[config.mk]
export PLATFORM = sky130hd
export DESIGN_NAME = sorted_timer_expiry_queue
export DESIGN_NICKNAME = d
export VERILOG_FILES = /design/src/rtl/stq_pkg.sv /design/src/rtl/stq_cell.sv /design/src/rtl/sorted_timer_expiry_queue.sv
export SDC_FILE = /design/constraint.sdc
export NUM_CORES = 2
export LEC_CHECK = 0
export BUFFER_PORTS_ARGS = -buffer_cell sky130_fd_sc_hd__buf_2
export CORE_UTILIZATION = 58
export CTS_BUF_LIST = sky130_fd_sc_hd__clkbuf_2 sky130_fd_sc_hd__clkbuf_4 sky130_fd_sc_hd__clkbuf_8
export DETAILED_ROUTE_END_ITERATION = 7
export PLACE_DENSITY = 0.74
export SLEW_MARGIN = 15
export SYNTH_ARGS = -nofsm -noshare
export SYNTH_HDL_FRONTEND = slang
export SYNTH_SLANG_ARGS = --single-unit
[constraint.sdc]
create_clock -name i_clk -period 8 [get_ports i_clk]
set_clock_uncertainty 0.05 [all_clocks]
set_input_delay 0.8 -clock i_clk [delete_from_list [all_inputs] [get_ports i_clk]]
set_output_delay 0.8 -clock i_clk [all_outputs]
set_load 0.05 [all_outputs]
[src/rtl/stq_pkg.sv]
package stq_pkg;

    localparam int TIMER_SLOTS = 16;
    localparam int TICK_BITS   = 32;
    localparam int MAX_RESULTS = 16;
    localparam int SLOT_W      = (TIMER_SLOTS > 1) ? $clog2(TIMER_SLOTS) : 1;
    localparam int CNT_W       = $clog2(MAX_RESULTS);

    typedef enum logic [1:0] {
        MODE_TICK  = 2'd0,
        MODE_START = 2'd1,
        MODE_STOP  = 2'd2,
        MODE_NOP   = 2'd3
    } t_mode;

    typedef enum logic [2:0] {
        STAT_OK      = 3'd0,
        STAT_RUNNING = 3'd1,
        STAT_IDLE    = 3'd2,
        STAT_ZERO    = 3'd3,
        STAT_EXPIRED = 3'd4,
        STAT_NONE    = 3'd5
    } t_status;

    typedef struct packed {
        t_mode       mode;
        logic [3:0]  slot;
        logic [23:0] delay_ticks;
    } t_req;

    typedef struct packed {
        t_status     status;
        logic [3:0]  slot_out;
        logic [31:0] now;
        logic        last;
    } t_res;

    typedef struct packed {
        logic                 valid;
        logic [SLOT_W-1:0]    slot;
        logic [TICK_BITS-1:0] expiry;
    } t_entry;

    typedef enum logic [1:0] {
        CELL_HOLD   = 2'd0,
        CELL_INSERT = 2'd1,
        CELL_REMOVE = 2'd2,
        CELL_SHIFT  = 2'd3
    } t_cell_op;

    typedef struct packed {
        t_cell_op             op;
        logic [SLOT_W-1:0]    slot;
        logic [TICK_BITS-1:0] expiry;
    } t_cell_cmd;

    typedef enum logic [1:0] {
        S_IDLE = 2'd0,
        S_REQ  = 2'd1,
        S_TICK = 2'd2
    } t_state;

    // Fold the 4-bit slot field into the bank.
    function automatic logic [SLOT_W-1:0] slot_index(input logic [3:0] slot);
        logic [SLOT_W-1:0] r;
        r = '0;
        for (int i = 0; i < 16; i++) begin
            if (slot == 4'(i)) begin
                r = SLOT_W'(i % TIMER_SLOTS);
            end
        end
        return r;
    endfunction

    function automatic logic [3:0] slot_out4(input logic [SLOT_W-1:0] slot);
        logic [SLOT_W+3:0] ext;
        ext = (SLOT_W + 4)'(slot);
        return ext[3:0];
    endfunction

endpackage

[src/rtl/stq_cell.sv]
module stq_cell (
    input  logic               i_clk,
    input  logic               i_rst_n,
    input  stq_pkg::t_cell_cmd i_cmd,
    input  stq_pkg::t_entry    i_prev_ent,
    input  logic               i_prev_keep,
    input  logic               i_prev_rm,
    input  stq_pkg::t_entry    i_next_ent,
    output stq_pkg::t_entry    o_ent,
    output logic               o_keep,
    output logic               o_rm,
    output logic               o_match
);

    logic                          r_valid;
    logic                          n_valid;
    logic [stq_pkg::SLOT_W-1:0]    r_slot;
    logic [stq_pkg::SLOT_W-1:0]    n_slot;
    logic [stq_pkg::TICK_BITS-1:0] r_expiry;
    logic [stq_pkg::TICK_BITS-1:0] n_expiry;

    assign o_ent   = '{valid: r_valid, slot: r_slot, expiry: r_expiry};
    assign o_match = r_valid && (r_slot == i_cmd.slot);
    // Entries earlier than the new expiry stay put on insert.
    assign o_keep  = r_valid && (r_expiry < i_cmd.expiry);
    // Everything at or behind the removed entry moves one place forward.
    assign o_rm    = i_prev_rm || o_match;

    always_comb begin
        n_valid  = r_valid;
        n_slot   = r_slot;
        n_expiry = r_expiry;
        case (i_cmd.op)
            stq_pkg::CELL_INSERT: begin
                if (!o_keep) begin
                    if (i_prev_keep) begin
                        n_valid  = 1'b1;
                        n_slot   = i_cmd.slot;
                        n_expiry = i_cmd.expiry;
                    end else begin
                        n_valid  = i_prev_ent.valid;
                        n_slot   = i_prev_ent.slot;
                        n_expiry = i_prev_ent.expiry;
                    end
                end
            end
            stq_pkg::CELL_REMOVE: begin
                if (o_rm) begin
                    n_valid  = i_next_ent.valid;
                    n_slot   = i_next_ent.slot;
                    n_expiry = i_next_ent.expiry;
                end
            end
            stq_pkg::CELL_SHIFT: begin
                n_valid  = i_next_ent.valid;
                n_slot   = i_next_ent.slot;
                n_expiry = i_next_ent.expiry;
            end
            default: begin
            end
        endcase
    end

    always_ff @(posedge i_clk) begin
        if (!i_rst_n) begin
            r_valid <= 1'b0;
        end else begin
            r_valid <= n_valid;
        end
    end

    always_ff @(posedge i_clk) begin
        r_slot   <= n_slot;
        r_expiry <= n_expiry;
    end

    a_sorted: assert property (@(posedge i_clk) disable iff (!i_rst_n)
        r_valid && i_prev_ent.valid |-> i_prev_ent.expiry <= r_expiry)
        else $error("expiry order broken between neighbor cells");

endmodule

[src/rtl/sorted_timer_expiry_queue.sv]
// Timer slots held as a chain of cells sorted by expiry, the front cell due
// first. A beat is taken when start is high and busy is low. Start and stop
// requests give one result via the S_REQ state and the strobe register and
// free the block when S_REQ ends; a tick gives one result per cycle for each
// due slot (up to sixteen, or one "none expired" result) via the S_TICK
// state and the strobe register. Every result sits on o_res for a single
// cycle with o_strobe high and cannot be held off, so the receiver must take
// it then; last marks the final result of a beat. Each request costs one
// pass of the chain, each expiry one shift of the chain toward the front.
module sorted_timer_expiry_queue (
    input  logic          i_clk,
    input  logic          i_rst_n,
    input  logic          start,
    output logic          busy,
    input  stq_pkg::t_req i_req,
    output logic          o_strobe,
    output stq_pkg::t_res o_res
);

    localparam int N = stq_pkg::TIMER_SLOTS;

    stq_pkg::t_state               r_state;
    stq_pkg::t_state               n_state;
    stq_pkg::t_req                 r_req;
    stq_pkg::t_req                 n_req;
    logic [stq_pkg::TICK_BITS-1:0] r_tick;
    logic [stq_pkg::TICK_BITS-1:0] n_tick;
    logic [stq_pkg::CNT_W-1:0]     r_count;
    logic [stq_pkg::CNT_W-1:0]     n_count;
    logic                          r_strobe;
    logic                          n_strobe;
    stq_pkg::t_res                 r_res;
    stq_pkg::t_res                 n_res;

    stq_pkg::t_cell_cmd w_cmd;
    stq_pkg::t_entry    w_ent [N];
    logic [N-1:0]       w_keep;
    logic [N-1:0]       w_rm;
    logic [N-1:0]       w_match;
    logic [N-1:0]       w_valid;
    logic               w_accept;
    logic               w_running;
    logic               w_head_due;
    logic               w_next_due;
    logic               w_tick_done;
    logic [stq_pkg::TICK_BITS+31:0] w_now_ext;

    genvar g;
    generate
        for (g = 0; g < N; g++) begin : g_cell
            stq_pkg::t_entry w_prev;
            stq_pkg::t_entry w_next;
            logic            w_prev_keep;
            logic            w_prev_rm;
            if (g == 0) begin : g_front
                assign w_prev      = '0;
                assign w_prev_keep = 1'b1;
                assign w_prev_rm   = 1'b0;
            end else begin : g_mid
                assign w_prev      = w_ent[g-1];
                assign w_prev_keep = w_keep[g-1];
                assign w_prev_rm   = w_rm[g-1];
            end
            if (g == N - 1) begin : g_back
                assign w_next = '0;
            end else begin : g_inner
                assign w_next = w_ent[g+1];
            end
            stq_cell u_cell (
                .i_clk      (i_clk),
                .i_rst_n    (i_rst_n),
                .i_cmd      (w_cmd),
                .i_prev_ent (w_prev),
                .i_prev_keep(w_prev_keep),
                .i_prev_rm  (w_prev_rm),
                .i_next_ent (w_next),
                .o_ent      (w_ent[g]),
                .o_keep     (w_keep[g]),
                .o_rm       (w_rm[g]),
                .o_match    (w_match[g])
            );
            assign w_valid[g] = w_ent[g].valid;
        end
    endgenerate

    assign busy        = (r_state != stq_pkg::S_IDLE);
    assign w_accept    = start && !busy;
    assign w_running   = |w_match;
    assign w_head_due  = w_ent[0].valid && (w_ent[0].expiry <= r_tick);
    assign w_next_due  = w_ent[1].valid && (w_ent[1].expiry <= r_tick);
    assign w_tick_done = !w_head_due || !w_next_due
                         || (r_count == stq_pkg::CNT_W'(stq_pkg::MAX_RESULTS - 1));
    assign w_now_ext   = (stq_pkg::TICK_BITS + 32)'(r_tick);

    always_comb begin
        n_state = r_state;
        case (r_state)
            stq_pkg::S_IDLE: begin
                if (w_accept) begin
                    if (i_req.mode == stq_pkg::MODE_TICK) begin
                        n_state = stq_pkg::S_TICK;
                    end else if (i_req.mode == stq_pkg::MODE_START
                                 || i_req.mode == stq_pkg::MODE_STOP) begin
                        n_state = stq_pkg::S_REQ;
                    end
                end
            end
            stq_pkg::S_REQ: begin
                n_state = stq_pkg::S_IDLE;
            end
            stq_pkg::S_TICK: begin
                if (w_tick_done) begin
                    n_state = stq_pkg::S_IDLE;
                end
            end
            default: begin
                n_state = stq_pkg::S_IDLE;
            end
        endcase
    end

    always_comb begin
        n_req          = r_req;
        n_tick         = r_tick;
        n_count        = r_count;
        n_strobe       = 1'b0;
        n_res          = r_res;
        n_res.now      = w_now_ext[31:0];
        w_cmd.op       = stq_pkg::CELL_HOLD;
        w_cmd.slot     = stq_pkg::slot_index(r_req.slot);
        w_cmd.expiry   = r_tick + stq_pkg::TICK_BITS'(r_req.delay_ticks);
        case (r_state)
            stq_pkg::S_IDLE: begin
                n_count = '0;
                if (w_accept) begin
                    n_req = i_req;
                    if (i_req.mode == stq_pkg::MODE_TICK) begin
                        n_tick = r_tick + stq_pkg::TICK_BITS'(1);
                    end
                end
            end
            stq_pkg::S_REQ: begin
                n_strobe       = 1'b1;
                n_res.slot_out = r_req.slot;
                n_res.last     = 1'b1;
                case (r_req.mode)
                    stq_pkg::MODE_START: begin
                        if (w_running) begin
                            n_res.status = stq_pkg::STAT_RUNNING;
                        end else if (r_req.delay_ticks == '0) begin
                            n_res.status = stq_pkg::STAT_ZERO;
                        end else begin
                            w_cmd.op     = stq_pkg::CELL_INSERT;
                            n_res.status = stq_pkg::STAT_OK;
                        end
                    end
                    stq_pkg::MODE_STOP: begin
                        if (w_running) begin
                            w_cmd.op     = stq_pkg::CELL_REMOVE;
                            n_res.status = stq_pkg::STAT_OK;
                        end else begin
                            n_res.status = stq_pkg::STAT_IDLE;
                        end
                    end
                    default: begin
                        n_strobe = 1'b0;
                    end
                endcase
            end
            stq_pkg::S_TICK: begin
                n_strobe = 1'b1;
                if (w_head_due) begin
                    // Emit the front slot and pull the chain forward.
                    w_cmd.op       = stq_pkg::CELL_SHIFT;
                    n_res.status   = stq_pkg::STAT_EXPIRED;
                    n_res.slot_out = stq_pkg::slot_out4(w_ent[0].slot);
                    n_res.last     = w_tick_done;
                    n_count        = r_count + stq_pkg::CNT_W'(1);
                end else begin
                    n_res.status   = stq_pkg::STAT_NONE;
                    n_res.slot_out = '0;
                    n_res.last     = 1'b1;
                end
            end
            default: begin
            end
        endcase
    end

    always_ff @(posedge i_clk) begin
        if (!i_rst_n) begin
            r_state  <= stq_pkg::S_IDLE;
            r_tick   <= '0;
            r_count  <= '0;
            r_strobe <= 1'b0;
        end else begin
            r_state  <= n_state;
            r_tick   <= n_tick;
            r_count  <= n_count;
            r_strobe <= n_strobe;
        end
    end

    always_ff @(posedge i_clk) begin
        r_req <= n_req;
        r_res <= n_res;
    end

    assign o_strobe = r_strobe;
    assign o_res    = r_res;

    a_burst: assert property (@(posedge i_clk) disable iff (!i_rst_n)
        o_strobe && !o_res.last |=> o_strobe)
        else $error("results of one beat not back to back");

    a_req_one: assert property (@(posedge i_clk) disable iff (!i_rst_n)
        r_state == stq_pkg::S_REQ |=> o_strobe && o_res.last)
        else $error("request did not give exactly one result");

    a_compact: assert property (@(posedge i_clk) disable iff (!i_rst_n)
        (w_valid & (w_valid + N'(1))) == '0)
        else $error("armed cells not packed at the front of the chain");

endmodule
==> results.py <==
metrics = {
    "grt": {
        "globalRouteTotalUtil_pct": 30.1,
        "first_global_vias": 35500,
        "total_congestion_overflow": 0,
        "grt_use_met1_pct": 41.4,
        "grt_util_met3_pct": 4.69,
        "top_usage_layer": "met2",
        "grt_antenna_before_repair": 1,
        "grt_use_met2_pct": 47.4,
        "wire_length_of_the_first_global_routing_pass_microns": 198000,
        "grt_start_max_net_pins": 280,
    },
    "place": {
        "port_buffers": 74,
        "finalWeightedCongestion": 0.941,
        "placement.cell_area_sq_mm": 0.0493,
        "place_hpwl_microns": 94100,
    },
    "synth": {
        "proportion_of_register_bits_with_asynchronous_set_or_reset_after_synthesis_pct": 0,
        "synth_enable_flop_cells": 614,
        "post_synth_inst_count": 4658,
        "post_synth.cell_area_avg_sq_um": 10.3,
        "post-synth-top-area-cell": "edfxtp_1",
        "postSynth.topFlopCell": "edfxtp_1",
        "yosysUniqueCellTypes": 100,
        "post_synth_instance_area_sq_mm": 0.0478,
        "synth.area.top_cells": "edfxtp_1, ha_1, mux2i_1",
        "synth.ff_latch_count": 701,
        "synth_top_area_share_pct": 38.6,
        "synth-seq-area-share_pct": 42.2,
        "synth.yosys.warnings": 0,
        "syn-num-nets": 5283,
    },
    "worst_setup_path": {
        "r2r_end": "g_cell[11].u_cell.r_expiry[8]",
        "critical_path_class": "reg2reg",
        "max_stage_delay_ns": 0.70,
        "crit_path_cell_trace": "ha_1, fa_1, a21oi_1, o22ai_1, o22a_1, a41oi_1, a31oi_1, a31o_2, nand2_1, xnor2_1, buf_4, inv_1, ha_1, a21oi_1, nor2b_1, o21ai_0, nand3b_1, or4b_2, o22ai_4, buf_4, mux2i_1, o21ai_0",
        "critical_path.endpoint_type": "register",
        "data_required_critical_path_ns": 8.43,
        "path_depth": 22,
        "setup.worst_path.end": "g_cell[11].u_cell.r_expiry[8]",
        "critical_path.slowest_cell": "or4b_2",
        "critPathArrivalTime_ns": 7.20,
        "crit_family": "compound AO/OA/AOI/OAI gates",
        "critical_path_launch_point_type": "register",
        "beginning_of_the_worst_register_to_register_path": "r_req[0]",
        "setup.reg_to_reg.worst_slack_ns": 1.23,
        "critical_path.startpoint": "r_req[0]",
        "number_of_cells_traversed_by_the_worst_register_to_register_path": 22,
        "timing.critical_path.fanout_max": 24,
        "worstPathBufferInverterCount": 3,
    },
    "finish": {
        "drive_gt1_share_pct": 9.35,
        "nNetsFinal": 5346,
        "final.fill_count": 6467,
        "area_growth_syn_to_layout_pct": 8.83,
        "finish.instance_area_sq_mm": 0.0520,
    },
    "clocking": {
        "cts-root-to-sink-buffers": 3,
        "ctsResizeCount": 0,
        "cts_post_setup_buffers_inserted": 0,
        "htreeDepth": 4,
        "tritoncts": "yes",
        "post_cts_hold_buffer_count": 0,
        "clk_pin_slew_ns": 0.06,
        "clock-sinks": 701,
        "clk_root_buffer_cell": "clkbuf_8",
        "clock_latency_reported_for_the_late_side_of_the_worst_skew_pair_ns": 0.79,
        "tritoncts.num_buffers": 131,
    },
    "route": {
        "wl_per_cell_microns": 21.5,
        "route.final.wire_length_microns": 126000,
        "vias_per_cell": 6.26,
        "initialDrtViolationCount": 3577,
        "vias": 36800,
        "drc": 0,
        "antenna_violating_nets_post_route": 0,
        "firstDrtPassIters": 6,
    },
    "sta": {
        "setup_viol": 0,
        "worst_max_slew_pin_slew_ns": 1.09,
        "fin_crit_sh_pct": 84.7,
        "hold_slack_ns": 0.137,
        "grt_setup_unrepaired": "false",
        "setup-tns-final_ns": 0,
        "max_freq_ghz": 0.148,
        "drv_slew": 0,
        "fin_crit_ns": 6.77,
        "hold_fails_final_rpt": 0,
        "maxSlewHeadroom_pct": 27.1,
    },
    "floorplanning": {
        "die_height_microns": 289,
        "initial_core_utilization_pct": 58.9,
        "die_w_microns": 289,
        "die-area_sq_mm": 0.0835,
        "rows": 104,
        "coreArea_sq_mm": 0.0811,
        "i_o_pin_count": 75,
    },
    "hold_path": {
        "min-delay-path-class": "in2reg",
        "worstHoldPathCells": 1,
    },
    "power": {
        "power-per-cell-area_mw_per_mm2": 168,
        "irDropWorstVdd_mv": 0.140,
        "p_leak_nw": 20.8,
    },
    "run": {
        "cap_viol_max_count": 0,
    },
    "status": {
        "status": "complete, no violations",
    },
}
-- Yosys cell counts (54+ instances only) --
cell	number
nand2_1	644
edfxtp_1	614
ha_1	591
o21ai_0	590
mux2i_1	476
a21oi_1	206
nor2_1	190
buf_2	110
clkbuf_1	107
inv_1	93
nand4_1	93
a21o_1	91
dfxtp_1	87
nand3_1	83
xnor2_1	61
xor2_1	54
-- layer usage --
metal	up-vias	share of wire, %
met5	-	0
met4	0	4.1
met3	293	7.0
met2	1427	45
met1	17400	44
li1	17700	-
-- stage by stage --
| stage | worst slack (ns) | instances | util [%] | power (mW) |
|---|---|---|---|---|
| final | 1.23 | 5878 | 64.1 | 8.72 |
| after global placement | 1.10 | 5648 | 60.8 | 5.09 |
| after CTS | 1.29 | 5875 | 64.1 | 8.76 |
| after global routing | 0.811 | 5878 | 64.1 | 9.03 |
| after detailed placement | 1.35 | 5648 | 60.8 | 5.13 |
| after floorplan | 0.739 | 4658 | - | 4.80 |
-- state kept, by name, indices dropped and copies added, names as in the netlist --
name / flops
g_cell.u_cell.r_expiry: 512
g_cell.u_cell.r_slot: 64
g_cell.u_cell.r_valid: 16
o_res: 40
o_strobe: 1
r_count: 4
r_req: 30
r_state: 2
r_tick: 32
-- worst min-delay path by stage --
stage | from | slack (ns) | to
final | i_req[27] | 0.14 | r_req[27]
after global routing | i_req[24] | 0.1 | r_req[24]
after CTS | i_req[27] | 0.07 | r_req[27]
after detailed placement | r_tick[31] | 0.30 | o_res[32]
after global placement | r_tick[31] | 0.30 | o_res[32]
after floorplan | r_tick[31] | 0.28 | o_res[32]
-- worst register-to-register path: stages (launching register included) --
cell	delay (ns)
edfxtp_1	0.41
ha_1	0.26
fa_1	0.41
a21oi_1	0.20
o22ai_1	0.14
o22a_1	0.27
a41oi_1	0.40
a31oi_1	0.20
a31o_2	0.36
nand2_1	0.11
xnor2_1	0.16
buf_4	0.26
inv_1	0.35
ha_1	0.34
a21oi_1	0.17
nor2b_1	0.06
o21ai_0	0.15
nand3b_1	0.15
or4b_2	0.70
o22ai_4	0.47
buf_4	0.48
mux2i_1	0.25
o21ai_0	0.10
-- cells in the final DEF (no fill, tap or decap), types with 44 or more instances in the layout --
cell type  instances
ha_1             591
a21oi_1          203
edfxtp_1         614
nand2_1          644
buf_2             74
nor2_1           189
nand4_1           93
nand3_1           83
inv_1             93
dfxtp_1           87
clkbuf_8         147
a21o_1            91
xor2_1            54
clkbuf_4          45
o21ai_0          589
o211ai_1          53
and2_1            44
mux2i_1          476
xnor2_1           61
buf_4             98
-- cell families (layout without fill, tap and decap cells) --
| group | after synthesis | count (layout) | share of synthesized area, % |
|---|---|---|---|
| AO/OA/AOI/OAI | 1175 | 1175 | 14.8 |
| XOR/XNOR | 117 | 117 | 2.18 |
| other | 0 | 3 | 0 |
| AND/OR/NAND/NOR | 1256 | 1256 | 12.1 |
| multiplexers | 477 | 477 | 10.0 |
| adder cells (fa/ha/maj) | 592 | 592 | 15.5 |
| buffers and inverters | 340 | 497 | 3.18 |
| flip-flops | 701 | 701 | 42.2 |
-- where the power goes --
| part | leakage, nW | switching [mW] | internal [mW] |
|---|---|---|---|
| clock network | 1.42 | 1.57 | 2.07 |
| logic | 13.1 | 0.630 | 0.346 |
| registers | 6.24 | 0.0611 | 4.04 |
-- area by class of cell --
| class | count | area (sq um) | share of cell area, % |
|---|---|---|---|
| Antenna cell | 3 | 7.51 | 0.0144 |
| Tap cell | 1060 | 1330 | 2.55 |
| Sequential cell | 701 | 20200 | 38.8 |
| Inverter | 95 | 357 | 0.686 |
| Clock buffer | 192 | 2360 | 4.54 |
| Clock inverter | 35 | 315 | 0.607 |
| Multi-Input combinational cell | 3617 | 26300 | 50.5 |
| Timing Repair Buffer | 175 | 1170 | 2.24 |
(Power assumes the default switching activity.)
